`src/rtl/yqr_pkg.sv`:
```
// Shared constants, types and register codes for the YUV 4:2:0 quad to RGB converter.
package yqr_pkg;

    localparam int SAMPLE_W   = 8;
    localparam int CHROMA_W   = SAMPLE_W + 1;
    localparam int TERM_W     = 30;
    localparam int SUM_W      = 32;
    localparam int FRAC_BITS  = 20;
    localparam int QUAD_SIZE  = 4;
    localparam int POS_W      = 2;
    localparam int CFG_IDX_W  = 2;
    localparam int CFG_DATA_W = 8;
    localparam int QUEUE_DEPTH = 2;

    localparam logic signed [SUM_W-1:0] COEF_Y  = 32'sd1220542;
    localparam logic signed [SUM_W-1:0] COEF_UB = 32'sd2116026;
    localparam logic signed [SUM_W-1:0] COEF_UG = -32'sd409993;
    localparam logic signed [SUM_W-1:0] COEF_VG = -32'sd852492;
    localparam logic signed [SUM_W-1:0] COEF_VR = 32'sd1673527;
    localparam logic signed [SUM_W-1:0] ROUND_HALF = 32'sd524288;

    localparam logic [SAMPLE_W-1:0] LUMA_OFS   = 8'd16;
    localparam logic signed [CHROMA_W-1:0] CHROMA_OFS = 9'sd128;
    localparam logic [SAMPLE_W-1:0] ALPHA_ON   = 8'hff;
    localparam logic [SAMPLE_W-1:0] ALPHA_OFF  = 8'h00;
    localparam logic [SAMPLE_W-1:0] CHAN_MAX   = 8'hff;
    localparam logic [POS_W-1:0]    POS_LAST   = 2'd3;

    typedef enum logic [CFG_IDX_W-1:0] {
        CFG_BLUE_FIRST   = 2'd0,
        CFG_CHROMA_ORDER = 2'd1,
        CFG_FOUR_CHANNEL = 2'd2
    } cfg_index_t;

    typedef struct packed {
        logic blue_first;
        logic chroma_order;
        logic four_channel;
    } cfg_t;

    // One quad after chroma classification: raw luma and the three chroma terms.
    typedef struct packed {
        logic [QUAD_SIZE-1:0][SAMPLE_W-1:0] luma;
        logic signed [TERM_W-1:0]            ruv;
        logic signed [TERM_W-1:0]            guv;
        logic signed [TERM_W-1:0]            buv;
    } quad_t;

    typedef struct packed {
        logic [SAMPLE_W-1:0] channel0;
        logic [SAMPLE_W-1:0] channel1;
        logic [SAMPLE_W-1:0] channel2;
        logic [SAMPLE_W-1:0] alpha;
        logic [POS_W-1:0]    pixel_pos;
        logic                last;
    } pixel_t;

endpackage

```
`src/rtl/yuv420_quad_to_rgb_unit.sv`:
```
// Top level of the YUV 4:2:0 quad to RGB converter with its configuration registers.
//
// Input side is a queue: present a 2x2 luma quad and its chroma pair and raise push;
// the quad is taken at a clock edge where push is high and full is low.
// Output side is a queue too: while empty is low the oldest pixel sits on channel0..2,
// alpha, pixel_pos and last, and it is taken at an edge where pop is high.
// Each quad yields four pixels in raster order; last marks the bottom-right one.
// Throughput is one pixel per cycle while pop is high and a quad is queued; the
// back end's single multiply-add-clip datapath, reused for the four luma samples,
// sets that rate. A quad passes the front register, the quad queue and the pixel
// register before its first pixel appears on the outputs.
// When the receiver holds off pop, the pixel register holds, the back end stops, the
// quad queue fills, and full rises once the front register also holds a quad.
// Configuration writes use cfg_valid/cfg_ready (always ready); cfg_index selects the
// register and bit 0 of cfg_data is stored. Unknown indexes are ignored.
// Reset empties all stages and sets blue_first=1, chroma_order=0, four_channel=0.
module yuv420_quad_to_rgb_unit
#(
    parameter int QUEUE_DEPTH = yqr_pkg::QUEUE_DEPTH
)
(
    input  logic                              clk,
    input  logic                              rst_n,
    input  logic                              push,
    output logic                              full,
    input  logic [yqr_pkg::SAMPLE_W-1:0]      luma_top_left,
    input  logic [yqr_pkg::SAMPLE_W-1:0]      luma_top_right,
    input  logic [yqr_pkg::SAMPLE_W-1:0]      luma_bottom_left,
    input  logic [yqr_pkg::SAMPLE_W-1:0]      luma_bottom_right,
    input  logic [yqr_pkg::SAMPLE_W-1:0]      chroma_first,
    input  logic [yqr_pkg::SAMPLE_W-1:0]      chroma_second,
    output logic                              empty,
    input  logic                              pop,
    output logic [yqr_pkg::SAMPLE_W-1:0]      channel0,
    output logic [yqr_pkg::SAMPLE_W-1:0]      channel1,
    output logic [yqr_pkg::SAMPLE_W-1:0]      channel2,
    output logic [yqr_pkg::SAMPLE_W-1:0]      alpha,
    output logic [yqr_pkg::POS_W-1:0]         pixel_pos,
    output logic                              last,
    input  logic                              cfg_valid,
    output logic                              cfg_ready,
    input  logic [yqr_pkg::CFG_IDX_W-1:0]     cfg_index,
    input  logic [yqr_pkg::CFG_DATA_W-1:0]    cfg_data
);

    yqr_pkg::cfg_t                                          cfg_reg;
    yqr_pkg::cfg_t                                          cfg_next;
    logic [yqr_pkg::QUAD_SIZE-1:0][yqr_pkg::SAMPLE_W-1:0]   luma;
    logic                                                   q_push;
    yqr_pkg::quad_t                                         q_wr_data;
    logic                                                   q_full;
    logic                                                   q_pop;
    yqr_pkg::quad_t                                         q_rd_data;
    logic                                                   q_empty;
    yqr_pkg::pixel_t                                        pixel;

    assign cfg_ready = 1'b1;

    assign luma[0] = luma_top_left;
    assign luma[1] = luma_top_right;
    assign luma[2] = luma_bottom_left;
    assign luma[3] = luma_bottom_right;

    always_comb
    begin
        cfg_next = cfg_reg;
        if (cfg_valid && cfg_ready)
        begin
            unique case (cfg_index)
                yqr_pkg::CFG_BLUE_FIRST:   cfg_next.blue_first   = cfg_data[0];
                yqr_pkg::CFG_CHROMA_ORDER: cfg_next.chroma_order = cfg_data[0];
                yqr_pkg::CFG_FOUR_CHANNEL: cfg_next.four_channel = cfg_data[0];
                default:                   cfg_next = cfg_reg;
            endcase
        end
    end

    always_ff @(posedge clk or negedge rst_n)
    begin
        if (!rst_n)
        begin
            cfg_reg.blue_first   <= 1'b1;
            cfg_reg.chroma_order <= 1'b0;
            cfg_reg.four_channel <= 1'b0;
        end
        else
        begin
            cfg_reg <= cfg_next;
        end
    end

    yqr_front u_front
    (
        .clk           (clk),
        .rst_n         (rst_n),
        .push          (push),
        .full          (full),
        .luma          (luma),
        .chroma_first  (chroma_first),
        .chroma_second (chroma_second),
        .cfg           (cfg_reg),
        .q_push        (q_push),
        .q_data        (q_wr_data),
        .q_full        (q_full)
    );

    yqr_queue
    #(
        .DEPTH (QUEUE_DEPTH)
    )
    u_queue
    (
        .clk     (clk),
        .rst_n   (rst_n),
        .wr_en   (q_push),
        .wr_data (q_wr_data),
        .q_full  (q_full),
        .rd_en   (q_pop),
        .rd_data (q_rd_data),
        .q_empty (q_empty)
    );

    yqr_back u_back
    (
        .clk     (clk),
        .rst_n   (rst_n),
        .q_data  (q_rd_data),
        .q_empty (q_empty),
        .q_pop   (q_pop),
        .cfg     (cfg_reg),
        .pixel   (pixel),
        .empty   (empty),
        .pop     (pop)
    );

    assign channel0  = pixel.channel0;
    assign channel1  = pixel.channel1;
    assign channel2  = pixel.channel2;
    assign alpha     = pixel.alpha;
    assign pixel_pos = pixel.pixel_pos;
    assign last      = pixel.last;

endmodule

```
`src/rtl/yqr_front.sv`:
```
// Front end: accepts a quad, sorts the chroma pair into U and V and forms the chroma terms.
module yqr_front
(
    input  logic                                          clk,
    input  logic                                          rst_n,
    input  logic                                          push,
    output logic                                          full,
    input  logic [yqr_pkg::QUAD_SIZE-1:0][yqr_pkg::SAMPLE_W-1:0] luma,
    input  logic [yqr_pkg::SAMPLE_W-1:0]                  chroma_first,
    input  logic [yqr_pkg::SAMPLE_W-1:0]                  chroma_second,
    input  yqr_pkg::cfg_t                                 cfg,
    output logic                                          q_push,
    output yqr_pkg::quad_t                                q_data,
    input  logic                                          q_full
);

    logic                                                    valid_reg;
    logic                                                    valid_next;
    logic [yqr_pkg::QUAD_SIZE-1:0][yqr_pkg::SAMPLE_W-1:0]    luma_reg;
    logic signed [yqr_pkg::CHROMA_W-1:0]                     cu_reg;
    logic signed [yqr_pkg::CHROMA_W-1:0]                     cv_reg;
    logic signed [yqr_pkg::CHROMA_W-1:0]                     cu_next;
    logic signed [yqr_pkg::CHROMA_W-1:0]                     cv_next;
    logic [yqr_pkg::SAMPLE_W-1:0]                            u_raw;
    logic [yqr_pkg::SAMPLE_W-1:0]                            v_raw;
    logic signed [yqr_pkg::SUM_W-1:0]                        cu_ext;
    logic signed [yqr_pkg::SUM_W-1:0]                        cv_ext;
    logic signed [yqr_pkg::SUM_W-1:0]                        ruv_full;
    logic signed [yqr_pkg::SUM_W-1:0]                        guv_full;
    logic signed [yqr_pkg::SUM_W-1:0]                        buv_full;
    logic                                                    accept;

    assign full   = valid_reg && q_full;
    assign accept = push && !full;
    assign q_push = valid_reg && !q_full;

    always_comb
    begin
        u_raw   = cfg.chroma_order ? chroma_second : chroma_first;
        v_raw   = cfg.chroma_order ? chroma_first : chroma_second;
        cu_next = $signed({1'b0, u_raw}) - yqr_pkg::CHROMA_OFS;
        cv_next = $signed({1'b0, v_raw}) - yqr_pkg::CHROMA_OFS;
    end

    always_comb
    begin
        if (accept)
        begin
            valid_next = 1'b1;
        end
        else if (q_push)
        begin
            valid_next = 1'b0;
        end
        else
        begin
            valid_next = valid_reg;
        end
    end

    always_ff @(posedge clk or negedge rst_n)
    begin
        if (!rst_n)
        begin
            valid_reg <= 1'b0;
        end
        else
        begin
            valid_reg <= valid_next;
        end
    end

    always_ff @(posedge clk)
    begin
        if (accept)
        begin
            luma_reg <= luma;
            cu_reg   <= cu_next;
            cv_reg   <= cv_next;
        end
    end

    // Chroma terms carry the rounding half so the back end needs only one add per channel.
    always_comb
    begin
        cu_ext   = {{(yqr_pkg::SUM_W - yqr_pkg::CHROMA_W){cu_reg[yqr_pkg::CHROMA_W-1]}}, cu_reg};
        cv_ext   = {{(yqr_pkg::SUM_W - yqr_pkg::CHROMA_W){cv_reg[yqr_pkg::CHROMA_W-1]}}, cv_reg};
        ruv_full = yqr_pkg::ROUND_HALF + cv_ext * yqr_pkg::COEF_VR;
        guv_full = yqr_pkg::ROUND_HALF + cv_ext * yqr_pkg::COEF_VG + cu_ext * yqr_pkg::COEF_UG;
        buv_full = yqr_pkg::ROUND_HALF + cu_ext * yqr_pkg::COEF_UB;
        q_data.luma = luma_reg;
        q_data.ruv  = ruv_full[yqr_pkg::TERM_W-1:0];
        q_data.guv  = guv_full[yqr_pkg::TERM_W-1:0];
        q_data.buv  = buv_full[yqr_pkg::TERM_W-1:0];
    end

endmodule

```
`src/rtl/yqr_queue.sv`:
```
// Short queue of classified quads between the front and back ends.
module yqr_queue
#(
    parameter int DEPTH = yqr_pkg::QUEUE_DEPTH
)
(
    input  logic           clk,
    input  logic           rst_n,
    input  logic           wr_en,
    input  yqr_pkg::quad_t wr_data,
    output logic           q_full,
    input  logic           rd_en,
    output yqr_pkg::quad_t rd_data,
    output logic           q_empty
);

    localparam int PTR_W = $clog2(DEPTH);
    localparam int CNT_W = $clog2(DEPTH + 1);

    yqr_pkg::quad_t   mem [DEPTH];
    logic [PTR_W-1:0] wr_ptr_reg;
    logic [PTR_W-1:0] wr_ptr_next;
    logic [PTR_W-1:0] rd_ptr_reg;
    logic [PTR_W-1:0] rd_ptr_next;
    logic [CNT_W-1:0] count_reg;
    logic [CNT_W-1:0] count_next;
    logic             do_wr;
    logic             do_rd;

    assign q_full  = (count_reg == CNT_W'(DEPTH));
    assign q_empty = (count_reg == '0);
    assign do_wr   = wr_en && !q_full;
    assign do_rd   = rd_en && !q_empty;
    assign rd_data = mem[rd_ptr_reg];

    always_comb
    begin
        wr_ptr_next = wr_ptr_reg;
        rd_ptr_next = rd_ptr_reg;
        count_next  = count_reg;
        if (do_wr)
        begin
            wr_ptr_next = (wr_ptr_reg == PTR_W'(DEPTH - 1)) ? '0 : wr_ptr_reg + 1'b1;
        end
        if (do_rd)
        begin
            rd_ptr_next = (rd_ptr_reg == PTR_W'(DEPTH - 1)) ? '0 : rd_ptr_reg + 1'b1;
        end
        if (do_wr && !do_rd)
        begin
            count_next = count_reg + 1'b1;
        end
        else if (do_rd && !do_wr)
        begin
            count_next = count_reg - 1'b1;
        end
    end

    always_ff @(posedge clk or negedge rst_n)
    begin
        if (!rst_n)
        begin
            wr_ptr_reg <= '0;
            rd_ptr_reg <= '0;
            count_reg  <= '0;
        end
        else
        begin
            wr_ptr_reg <= wr_ptr_next;
            rd_ptr_reg <= rd_ptr_next;
            count_reg  <= count_next;
        end
    end

    always_ff @(posedge clk)
    begin
        if (do_wr)
        begin
            mem[wr_ptr_reg] <= wr_data;
        end
    end

endmodule

```
`src/rtl/yqr_back.sv`:
```
// Back end: walks the head quad's four luma samples, a pixel per cycle unless stalled.
module yqr_back
(
    input  logic           clk,
    input  logic           rst_n,
    input  yqr_pkg::quad_t q_data,
    input  logic           q_empty,
    output logic           q_pop,
    input  yqr_pkg::cfg_t  cfg,
    output yqr_pkg::pixel_t pixel,
    output logic           empty,
    input  logic           pop
);

    logic                               out_valid_reg;
    logic                               out_valid_next;
    yqr_pkg::pixel_t                    pixel_reg;
    yqr_pkg::pixel_t                    pixel_next;
    logic [yqr_pkg::POS_W-1:0]          pos_reg;
    logic                               advance;
    logic [yqr_pkg::SAMPLE_W-1:0]       y_raw;
    logic [yqr_pkg::SAMPLE_W-1:0]       y_off;
    logic signed [yqr_pkg::SUM_W-1:0]   y_ext;
    logic signed [yqr_pkg::SUM_W-1:0]   y_term;
    logic signed [yqr_pkg::SUM_W-1:0]   r_sum;
    logic signed [yqr_pkg::SUM_W-1:0]   g_sum;
    logic signed [yqr_pkg::SUM_W-1:0]   b_sum;
    logic [yqr_pkg::SAMPLE_W-1:0]       r_val;
    logic [yqr_pkg::SAMPLE_W-1:0]       g_val;
    logic [yqr_pkg::SAMPLE_W-1:0]       b_val;

    function automatic logic [yqr_pkg::SAMPLE_W-1:0] clip_shift(
        input logic signed [yqr_pkg::SUM_W-1:0] sum
    );
        logic [yqr_pkg::SAMPLE_W-1:0] res;
        if (sum[yqr_pkg::SUM_W-1])
        begin
            res = '0;
        end
        else if (sum[yqr_pkg::SUM_W-2:yqr_pkg::FRAC_BITS + yqr_pkg::SAMPLE_W] != '0)
        begin
            res = yqr_pkg::CHAN_MAX;
        end
        else
        begin
            res = sum[yqr_pkg::FRAC_BITS + yqr_pkg::SAMPLE_W - 1:yqr_pkg::FRAC_BITS];
        end
        return res;
    endfunction

    assign empty   = !out_valid_reg;
    assign pixel   = pixel_reg;
    assign advance = !q_empty && (!out_valid_reg || pop);
    assign q_pop   = advance && (pos_reg == yqr_pkg::POS_LAST);

    always_comb
    begin
        y_raw  = q_data.luma[pos_reg];
        y_off  = (y_raw < yqr_pkg::LUMA_OFS) ? '0 : y_raw - yqr_pkg::LUMA_OFS;
        y_ext  = {{(yqr_pkg::SUM_W - yqr_pkg::SAMPLE_W){1'b0}}, y_off};
        y_term = y_ext * yqr_pkg::COEF_Y;
        r_sum  = y_term + {{(yqr_pkg::SUM_W - yqr_pkg::TERM_W){q_data.ruv[yqr_pkg::TERM_W-1]}},
                           q_data.ruv};
        g_sum  = y_term + {{(yqr_pkg::SUM_W - yqr_pkg::TERM_W){q_data.guv[yqr_pkg::TERM_W-1]}},
                           q_data.guv};
        b_sum  = y_term + {{(yqr_pkg::SUM_W - yqr_pkg::TERM_W){q_data.buv[yqr_pkg::TERM_W-1]}},
                           q_data.buv};
        r_val  = clip_shift(r_sum);
        g_val  = clip_shift(g_sum);
        b_val  = clip_shift(b_sum);

        pixel_next.channel0  = cfg.blue_first ? b_val : r_val;
        pixel_next.channel1  = g_val;
        pixel_next.channel2  = cfg.blue_first ? r_val : b_val;
        pixel_next.alpha     = cfg.four_channel ? yqr_pkg::ALPHA_ON : yqr_pkg::ALPHA_OFF;
        pixel_next.pixel_pos = pos_reg;
        pixel_next.last      = (pos_reg == yqr_pkg::POS_LAST);
    end

    always_comb
    begin
        if (advance)
        begin
            out_valid_next = 1'b1;
        end
        else if (pop)
        begin
            out_valid_next = 1'b0;
        end
        else
        begin
            out_valid_next = out_valid_reg;
        end
    end

    always_ff @(posedge clk or negedge rst_n)
    begin
        if (!rst_n)
        begin
            out_valid_reg <= 1'b0;
            pos_reg       <= '0;
        end
        else
        begin
            out_valid_reg <= out_valid_next;
            if (advance)
            begin
                pos_reg <= pos_reg + 1'b1;
            end
        end
    end

    always_ff @(posedge clk)
    begin
        if (advance)
        begin
            pixel_reg <= pixel_next;
        end
    end

endmodule

```
`config.mk`:
```
export PLATFORM = sky130hd
export DESIGN_NAME = yuv420_quad_to_rgb_unit
export DESIGN_NICKNAME = d
export VERILOG_FILES = /design/src/rtl/yqr_pkg.sv /design/src/rtl/yuv420_quad_to_rgb_unit.sv /design/src/rtl/yqr_front.sv /design/src/rtl/yqr_queue.sv /design/src/rtl/yqr_back.sv
export SDC_FILE = /design/constraint.sdc
export NUM_CORES = 1
export LEC_CHECK = 0
export BUFFER_PORTS_ARGS = -buffer_cell sky130_fd_sc_hd__buf_2
export CAP_MARGIN = 10
export CORE_ASPECT_RATIO = 1.1
export CORE_UTILIZATION = 55
export CTS_CLUSTER_DIAMETER = 60
export DETAILED_ROUTE_END_ITERATION = 7
export GPL_TIMING_DRIVEN = 0
export HOLD_SLACK_MARGIN = 0.03
export PLACE_DENSITY = 0.72
export RECOVER_POWER = 100
export SETUP_SLACK_MARGIN = 0.3
export SLEW_MARGIN = 20
export SYNTH_ARGS = -nofsm -noshare
export SYNTH_HDL_FRONTEND = slang
export SYNTH_SLANG_ARGS = --single-unit
```
`constraint.sdc`:
```
create_clock -name clk -period 29.3 [get_ports clk]
set_clock_uncertainty 0.1 [all_clocks]
set_input_delay 4.395 -clock clk [delete_from_list [all_inputs] [get_ports clk]]
set_output_delay 4.395 -clock clk [all_outputs]
set_load 0.01 [all_outputs]
```
# [Word-level counts from Yosys, hierarchy flattened]
# Memory sizes are Yosys's and may differ from the RTL's.
# Cells that the tools add are included.
[totals] n_memories=1 elab_cells=98 ff_bits=96 ram_bits=244 out_inout_bits=38
[op_classes] n_reduce_logical=27 n_addsub=15 mul=5 muxes=23 magnitude_cmp=2 n_eq_ne=4
[memory_table] name="u_queue.mem" depth=2 width=122 read_ports=1 rd_ports_with_merged_regs=0 write_ports=1 line="yqr_queue.sv:20" text="yqr_pkg::quad_t mem [DEPTH];"
[ops] op="$add A32 B32 Y32" count=3
[ops] op="$mux W8" count=12
[ops] op="$add A21 B30 Y30 const A" count=3
[ops] op="$add A30 B30 Y30" count=1
[ops] op="$mul A9 B22 Y30 const B" count=1
[ops] op="$mul A9 B20 Y29 const B" count=1
[ops] op="$mul A9 B22 Y29 const B" count=1
[ops] op="$mul A8 B20 Y28 const B" count=1
[ops] op="$mul A9 B19 Y28 const B" count=1
[ops] op="$sub A8 B8 Y9 const B" count=2
[ops] op="$bmux W8 S2" count=1
[ops] op="$logic_and A1 B1 Y1" count=9
[ops] op="$reduce_bool A3 Y1" count=3
[ops] op="$lt A8 B5 Y1 const B" count=1
[ops] op="$mux W1" count=8
[ops] op="$sub A8 B5 Y8 const B" count=1
[ops] op="$eq A2 B2 Y1 const B" count=3
[ops] op="$logic_not A1 Y1" count=6
[ops] op="$reduce_and A2 Y1" count=3
[ops] op="$reduce_bool A2 Y1" count=3
[ops] op="$add A2 B1 Y2 const B" count=2
[ops] op="$logic_not A2 Y1" count=2
[ops] op="$mux W2" count=2
[ops] op="$lt A2 B3 Y1 const B" count=1
[ops] op="other kinds (4)" count=5

# [Longest topological paths before layout]
# Gate-level depths: netlist (run 1).
# An unclocked memory read counts as a cell.
[logic_depth] ltp_word=11 depth_mapped=41

# [By module]
# Synthesis (run 1) repeated with hierarchy kept, for this count alone.
[unflattened] cells_unflattened=2686 hier_area_um2=31256.2
[by_module_without_submodules] mod="yqr_front" n_inst=1 cells_each=1448 area_per_inst_um2=14440.1 seq_area_each_um2=1466.4
[by_module_without_submodules] mod="yqr_queue" n_inst=1 cells_each=399 area_per_inst_um2=9290.2 seq_area_each_um2=7427.1
[by_module_without_submodules] mod="yqr_back" n_inst=1 cells_each=828 area_per_inst_um2=7377.1 seq_area_each_um2=915.9
[by_module_without_submodules] mod="yuv420_quad_to_rgb_unit" n_inst=1 cells_each=11 area_per_inst_um2=148.9 seq_area_each_um2=76.3

# [Worst setup path before layout (run 1)]
# OpenSTA, ideal clock, no wires.
[synth_path] path_type="register to register" startpoint="register u_queue.rd_ptr_reg" endpoint="register u_back.pixel_reg, in the netlist u_back.pixel[20] (data pin)" setup_time_ns=0.290 path_buffers=4 arrival_ns=9.822 path_slack_ns=19.088 t_required_ns=28.910 stages_incl_launch_ff=39 path_cell_list="dfrtp_1 > buf_6 > clkbuf_1 > clkbuf_1 > buf_1 > mux4_2 > mux2i_1 > ha_1 > nor2b_1 > a22oi_4 > or2b_1 > inv_1 > fa_1 > fa_1 > inv_1 > fa_1 > fa_1 > inv_1 > [3 not listed] > a211o_1 > nand2_1 > a21oi_1 > xnor2_1 > ha_1 > a21oi_1 > nand3b_1 > o211ai_1 > a21boi_0 > o22ai_1 > nand2_1 > a31oi_1 > o21ba_2 > o21ai_1 > a21oi_1 > a21oi_1 > a211oi_1 > a31oi_1"
[synth_between] elab_chain_cells=9 word_cells_on_any_way=10
[synth_lines] element="start, declared" line="yqr_queue.sv:23" text="logic [PTR_W-1:0] rd_ptr_reg;"
[synth_lines] element="start signal, assigned" line="yqr_queue.sv:70" text="rd_ptr_reg <= rd_ptr_next;"
[synth_lines] element="$mem_v2 Z2 W122 (*)"
[synth_lines] element="$bmux W8 S2" line="yqr_back.sv:58" text="y_raw = q_data.luma[pos_reg];"
[synth_lines] element="$mux W8 (implied by the code)" line="yqr_back.sv:58"
[synth_lines] element="$sub A8 B5 Y8 / $lt A8 B5 Y1 (equally long branches)" line="yqr_back.sv:59" text="y_off = (y_raw < yqr_pkg::LUMA_OFS) ? '0 : y_raw - yqr_pkg::LUMA_OFS;"
[synth_lines] element="$mux W8" line="yqr_back.sv:59"
[synth_lines] element="$mul A8 B20 Y28" line="yqr_back.sv:61" text="y_term = y_ext * yqr_pkg::COEF_Y;"
[synth_lines] element="$add A32 B32 Y32 (*)" line="yqr_back.sv:64" text="g_sum = y_term + {{(yqr_pkg::SUM_W - yqr_pkg::TERM_W){q_data.guv[yqr_pkg::TERM_W-1]}},"
[synth_lines] element="$reduce_bool A3 Y1" line="yqr_back.sv:40" text="else if (sum[yqr_pkg::SUM_W-2:yqr_pkg::FRAC_BITS + yqr_pkg::SAMPLE_W] != '0)"
[synth_lines] element="$mux W8" line="yqr_back.sv:40"
[synth_lines] element="end signal, assigned" line="yqr_back.sv:117" text="pixel_reg <= pixel_next;"
[synth_lines] element="end, declared" line="yqr_back.sv:17" text="yqr_pkg::pixel_t pixel_reg;"
# Mark *: on every way between the ends. The rest lies on a longest branch, timed or not. The select of a mux whose other input is x is not followed.
# A chain may end at the register's enable or synchronous reset.

==> flow_metrics.env, run 1 <==
export IMPL_status="complete, but fails checks"
export IMPL_violations="max-capacitance violations, max-slew violations"
export IMPL_hold_buffers=0
export IMPL_gr_usage_met2_pct=47.6
export IMPL_start_util_pct=56.0
export IMPL_max_cap_viol_count=6
export IMPL_drc_errors=0
export IMPL_cts_buffers=40
export IMPL_worst_slew_pin_slew_ns=3.01
export IMPL_clk_pin_slew_ns=0.06
export IMPL_grt_max_degree=54
export IMPL_yosys_top_cells_area="edfxtp_1 31%, ha_1 21%, fa_1 14%"
export IMPL_ys_flop_type="edfxtp_1"
export IMPL_drt_pass1_iterations=5
export IMPL_placed_area_um2=32500
export IMPL_largest_reg_flops=238
export IMPL_track_usage_pct=26.5
export IMPL_ys_ff_latch=325
export IMPL_arrival_ns=14.79
export IMPL_finalSetupTns_ns=0
export IMPL_dpl_hpwl_um=60000
export IMPL_ys_async_sr_fraction_pct=3.38
export IMPL_cts_tree="done"
export IMPL_max_stage_delay_ns=0.84
export IMPL_synth_top_area_cell="edfxtp_1"
export IMPL_cp_required_ns=29.47
export IMPL_synth_most_common_cell="ha_1"
export IMPL_via_per_inst=5.71
export IMPL_startpoint="u_queue.rd_ptr_reg"
export IMPL_use_met3_pct=2.23
export IMPL_timing_rr_end="u_back.pixel[12]"
export IMPL_synth_edf_count=314
export IMPL_r2r_cells=40
export IMPL_cts_buffer_depth=3
export IMPL_regArea_um2=9710
export IMPL_fin_area_um2=33600
export IMPL_core_rowCount=90
export IMPL_min_from="u_front.q_data[105]"
export IMPL_fin_nets=3690
export IMPL_grt_overflow_total=0
export IMPL_die_y_um=251
export IMPL_syn_instance_count=2746
export IMPL_min_path_cells=0
export IMPL_cts_sinks=325
export IMPL_cts_root_buf="clkbuf_16"
export IMPL_yosys_warnings=0
export IMPL_drtIter0Drc=1150
export IMPL_cp_num_buf_inv=7
export IMPL_diodes=0
export IMPL_relSlewSlack_pct=-100
export IMPL_cts_resized=0
export IMPL_drt_wl_total_um=73800
export IMPL_layout_drive_gt1_share_pct=8.87
export IMPL_use_met1_pct=33.6
export IMPL_critPathCaptureType="flip-flop"
export IMPL_wl_per_cell_um=20.2
export IMPL_utilization_pct=61.0
export IMPL_criticalPathCategory="flip-flop to flip-flop"
export IMPL_syn_area_um2=30900
export IMPL_grt_pass1_vias=21800
export IMPL_gp_congestion=0.933
export IMPL_nFillCells=4459
export IMPL_max_freq_mhz=68.4
export IMPL_cp_max_fo=10
export IMPL_avgSynthCellArea_um2=11.3
export IMPL_pin_count=101
export IMPL_htreeDepth=2
export IMPL_synth_top_cells_by_count="515 x ha_1, 427 x inv_1, 314 x edfxtp_1"
export IMPL_hold_viol_final=0
export IMPL_dp_slack_ns=16.16
export IMPL_port_buffers=92
export IMPL_rrSetupSlack_ns=14.68
export IMPL_chipWidth_um=228
export IMPL_timing_final_max_slew_violations=201
export IMPL_fin_crit_sh_pct=49.9
export IMPL_antenna_found_initial=0
export IMPL_yosysSeqAreaShare_pct=31.4
export IMPL_cp_depth=40
export IMPL_syn_to_final_growth_pct=8.83
export IMPL_grt_pass1_wl_um=118000
export IMPL_worst_setup_path_endpoint="u_back.pixel[12]"
export IMPL_post_cts_buffers=0
export IMPL_setup_violations=0
export IMPL_rsz0062_at_grt="false"
export IMPL_critPathLaunchType="flip-flop"
export IMPL_path_delay_family="compound AO/OA/AOI/OAI gates"
export IMPL_synthDistinctLibCells=87
export IMPL_r2r_start="u_queue.rd_ptr_reg"
export IMPL_multi_input_area_um2=19400
export IMPL_hold_path_class="flip-flop to flip-flop"
export IMPL_post_route_min_period_ns=14.62
export IMPL_antenna_left=0
export IMPL_cpMaxStageDelayCell="clkbuf_1"
export IMPL_synth_top_cell_area_share_pct=30.5
export IMPL_top_usage_layer="met2"
export IMPL_vias=20900
export IMPL_syn_num_nets=3546
export IMPL_insertion_delay_ns=0.55
export IMPL_layout_setup_ws_ns=14.68
export IMPL_core_area_um2=55200
export IMPL_dieArea_um2=57100
[cell families (layout without fill, tap and decap cells)]
family,after synthesis,after routing,synth area share [%]
compound gates,460,460,9.86
mux,138,138,5.61
flops,325,325,31.4
other cells,1,1,0.0121
buf+inv,458,633,5.71
fa+ha+maj,737,737,35.2
xor+xnor,176,176,5.03
simple gates,451,451,7.14
[cell type report]
class / count / share of cell area [%]
Sequential cell: 325 / 28.9
Clock inverter: 28 / 1.02
Timing Repair Buffer: 102 / 1.39
Inverter: 427 / 4.77
Buffer: 31 / 0.465
Multi-Input combinational cell: 1963 / 57.7
Clock buffer: 45 / 3.10
Tap cell: 736 / 2.74
[how the worst min path moves through the flow]
stage | endpoint | slack, ns
after floorplan | u_back.pixel[9] | 0.32
after global placement | u_queue.mem[1][114] | 0.32
after detailed placement | u_queue.mem[1][105] | 0.33
final | u_queue.mem[0][105] | 0.34
after global routing | u_queue.mem[0][105] | 0.35
after CTS | u_queue.mem[0][105] | 0.34
[stage by stage]
stage | instances | hold WS (ns)
after floorplan | 2746 | 0.321
after global placement | 3574 | 0.325
after detailed placement | 3583 | 0.332
after CTS | 3656 | 0.342
after global routing | 3657 | 0.347
final | 3657 | 0.344
[layer usage]
metal	part of all wire, %	routed length (um)
met5	0	0
met4	3.2	2360
met3	3.9	2850
met2	51	37400
met1	42	31200
[layout by cell type, fill, tap and decap left out, types with 24 or more instances in the layout]
master	n
ha_1	515
o21a_1	24
clkbuf_16	41
xor2_1	44
xnor2_1	131
nand3_1	31
a21o_1	55
nand2b_1	29
o21ai_0	66
a21oi_1	146
inv_1	427
edfxtp_1	314
nor2_1	140
clkbuf_1	72
nor3_1	42
fa_1	222
nand2_1	94
mux2_2	95
buf_2	50
Power of run 1 is left out: the tool's default activity adds up to more than one toggle a clock period on the data nets, which glitch-free logic cannot reach.
==> run 2, diff against run 1 <==
--- a/config.mk
+++ b/config.mk
@@ -13,7 +13,7 @@
 export DETAILED_ROUTE_END_ITERATION = 7
 export GPL_TIMING_DRIVEN = 0
 export HOLD_SLACK_MARGIN = 0.03
-export PLACE_DENSITY = 0.72
+export PLACE_DENSITY = 0.75
 export RECOVER_POWER = 100
 export SETUP_SLACK_MARGIN = 0.3
 export SLEW_MARGIN = 20
==> constraint.sdc (replaced) <==
create_clock -name clk -period 12.22 [get_ports clk]
set_clock_uncertainty 0.1 [all_clocks]
set_input_delay 1.833 -clock clk [delete_from_list [all_inputs] [get_ports clk]]
set_output_delay 1.833 -clock clk [all_outputs]
set_load 0.01 [all_outputs]
==> run 2 against run 1 <==
- the run still ends with max-capacitance violations, max-slew violations left
- utilization fell by 0.22 points
- fmax rose by 26%
- die area did not move
- sequential cell count did not move
- design area fell by 0.36%
- count of clock-buffer cells in the layout rose by 6
==> flow_metrics.env, run 2 (synthesized netlist as in run 1, its figures left out) <==
export IMPL_insertion_delay_ns=0.55
export IMPL_chipWidth_um=228
export IMPL_drt_wl_total_um=72900
export IMPL_cts_buffers=37
export IMPL_gr_usage_met2_pct=46.3
export IMPL_syn_to_final_growth_pct=8.43
export IMPL_grt_max_degree=53
export IMPL_finalHoldWorstSlack_ns=0.349
export IMPL_fin_area_um2=33500
export IMPL_port_buffers=92
export IMPL_finalSetupTns_ns=0
export IMPL_post_route_min_period_ns=11.56
export IMPL_htreeDepth=2
export IMPL_timing_final_max_slew_violations=173
export IMPL_arrival_ns=11.74
export IMPL_fin_crit_sh_pct=94.6
export IMPL_final_cell_mix="515 x ha_1, 427 x inv_1, 314 x edfxtp_1"
export IMPL_relSlewSlack_pct=-151
export IMPL_cp_max_fo=18
export IMPL_via_per_inst=5.78
export IMPL_layout_drive_gt1_share_pct=9.06
export IMPL_grt_pass1_vias=22200
export IMPL_core_rowCount=90
export IMPL_nFillCells=4450
export IMPL_wl_per_cell_um=20.0
export IMPL_fin_nets=3685
export IMPL_hold_path_class="flip-flop to flip-flop"
export IMPL_criticalPathCategory="flip-flop to flip-flop"
export IMPL_hold_buffers=0
export IMPL_cts_buffer_depth=3
export IMPL_startpoint="u_queue.rd_ptr_reg"
export IMPL_pin_count=101
export IMPL_max_stage_delay_ns=0.62
export IMPL_diodes=0
export IMPL_r2r_cells=36
export IMPL_drc_errors=0
export IMPL_worst_slew_pin_slew_ns=3.77
export IMPL_vias=21100
export IMPL_dpl_hpwl_um=59200
export IMPL_critPathCaptureType="flip-flop"
export IMPL_track_usage_pct=26.1
export IMPL_cp_required_ns=12.40
export IMPL_drtIter0Drc=1339
export IMPL_cpMostUsedCell="fa_1"
export IMPL_cts_sinks=325
export IMPL_hold_viol_final=0
export IMPL_antenna_found_initial=1
export IMPL_rrSetupSlack_ns=0.66
export IMPL_use_met1_pct=32.8
export IMPL_clk_pin_slew_ns=0.06
export IMPL_use_met3_pct=2.33
export IMPL_drt_pass1_iterations=6
export IMPL_grt_pass1_wl_um=117000
export IMPL_r2r_start="u_queue.rd_ptr_reg"
export IMPL_status="complete, but fails checks"
export IMPL_violations="max-capacitance violations, max-slew violations"
export IMPL_gp_congestion=0.996
export IMPL_grt_overflow_total=0
export IMPL_core_area_um2=55200
export IMPL_setup_violations=0
export IMPL_cts_root_buf="clkbuf_16"
export IMPL_max_cap_viol_count=4
export IMPL_placed_area_um2=32500
export IMPL_largest_reg_flops=238
export IMPL_cts_tree="done"
export IMPL_critPathLaunchType="flip-flop"
export IMPL_start_util_pct=56.0
export IMPL_worst_setup_path_endpoint="u_back.pixel[28]"
export IMPL_timing_rr_end="u_back.pixel[28]"
export IMPL_top_usage_layer="met2"
export IMPL_dieArea_um2=57100
export IMPL_die_y_um=251
export IMPL_cpMaxStageDelayCell="fa_1"
export IMPL_max_freq_mhz=86.5
export IMPL_final_common_cell="ha_1"
export IMPL_antenna_left=0
export IMPL_rsz0062_at_grt="false"
-- run 2: changes by cell type in the layout (fill, tap and decap cells not counted), moves of 2 or more --
| cell | previous run | this run |
|---|---|---|
| buf_2 | 50 | 53 |
| buf_6 | 1 | 3 |
| bufinv_16 | 5 | 1 |
| clkbuf_16 | 41 | 38 |
| clkbuf_4 | 7 | 9 |
| clkbuf_8 | 0 | 3 |
| clkinv_1 | 5 | 3 |
| clkinv_2 | 6 | 4 |
| clkinvlp_4 | 5 | 2 |
| xnor2_1 | 131 | 128 |
| xnor2_2 | 0 | 3 |
-- run 2: routing by layer --
layer,vias to the layer above,wire length [um]
li1,9973,-
met1,10400,30400
met2,560,36500
met3,171,3200
met4,0,2860
met5,-,0
-- run 2: per-stage QoR --
stage / utilization, % / instances / worst slack (ns)
floorplan: - / 2746 / 2.01
global placement: 58.5 / 3574 / -0.662
detailed placement: 58.9 / 3582 / -0.947
CTS: 61.1 / 3648 / 0.315
global route: 60.7 / 3649 / 0.190
finish: 60.7 / 3649 / 0.659
-- run 2: worst max-delay path, delay by kind of cell, from the launching register on --
family / cells / cell delay [ns]
fa+ha+maj: 7 / 3.22
simple gates: 11 / 2.49
compound gates: 9 / 2.32
buf+inv: 6 / 1.32
mux: 2 / 0.83
xor+xnor: 1 / 0.61
flops: 1 / 0.34
-- run 2: layout make-up --
class / instances / area (um^2) / share of cell area, %
timing repair buffer: 101 / 452 / 1.35
sequential: 325 / 9710 / 29.0
clock buffer: 51 / 1030 / 3.07
clock inverter: 16 / 153 / 0.456
inverter: 427 / 1600 / 4.78
tap: 736 / 921 / 2.75
multi-input combinational: 1963 / 19500 / 58.1
buffer: 30 / 166 / 0.497
-- run 2: timing repair --
action / CTS / global route
resized for setup: 4 / 11
pin swaps: 0 / 1
setup buffers: 0 / 0
setup endpoints to repair: 24 / 24
-- run 2: worst min-delay path by stage --
stage | start | endpoint | slack (ns) | cells past startpoint
after global routing | u_front.q_data[103] | u_queue.mem[1][103] | 0.36 | 0
final | u_front.q_data[106] | u_queue.mem[0][106] | 0.35 | 0
after floorplan | cfg_reg[0] | u_back.pixel[9] | 0.32 | 0
after CTS | u_front.q_data[106] | u_queue.mem[0][106] | 0.35 | 0
after global placement | cfg_reg[0] | u_back.pixel[9] | 0.33 | 0
after detailed placement | u_front.q_data[117] | u_queue.mem[1][117] | 0.33 | 0
Power of run 2 is left out for the same reason.
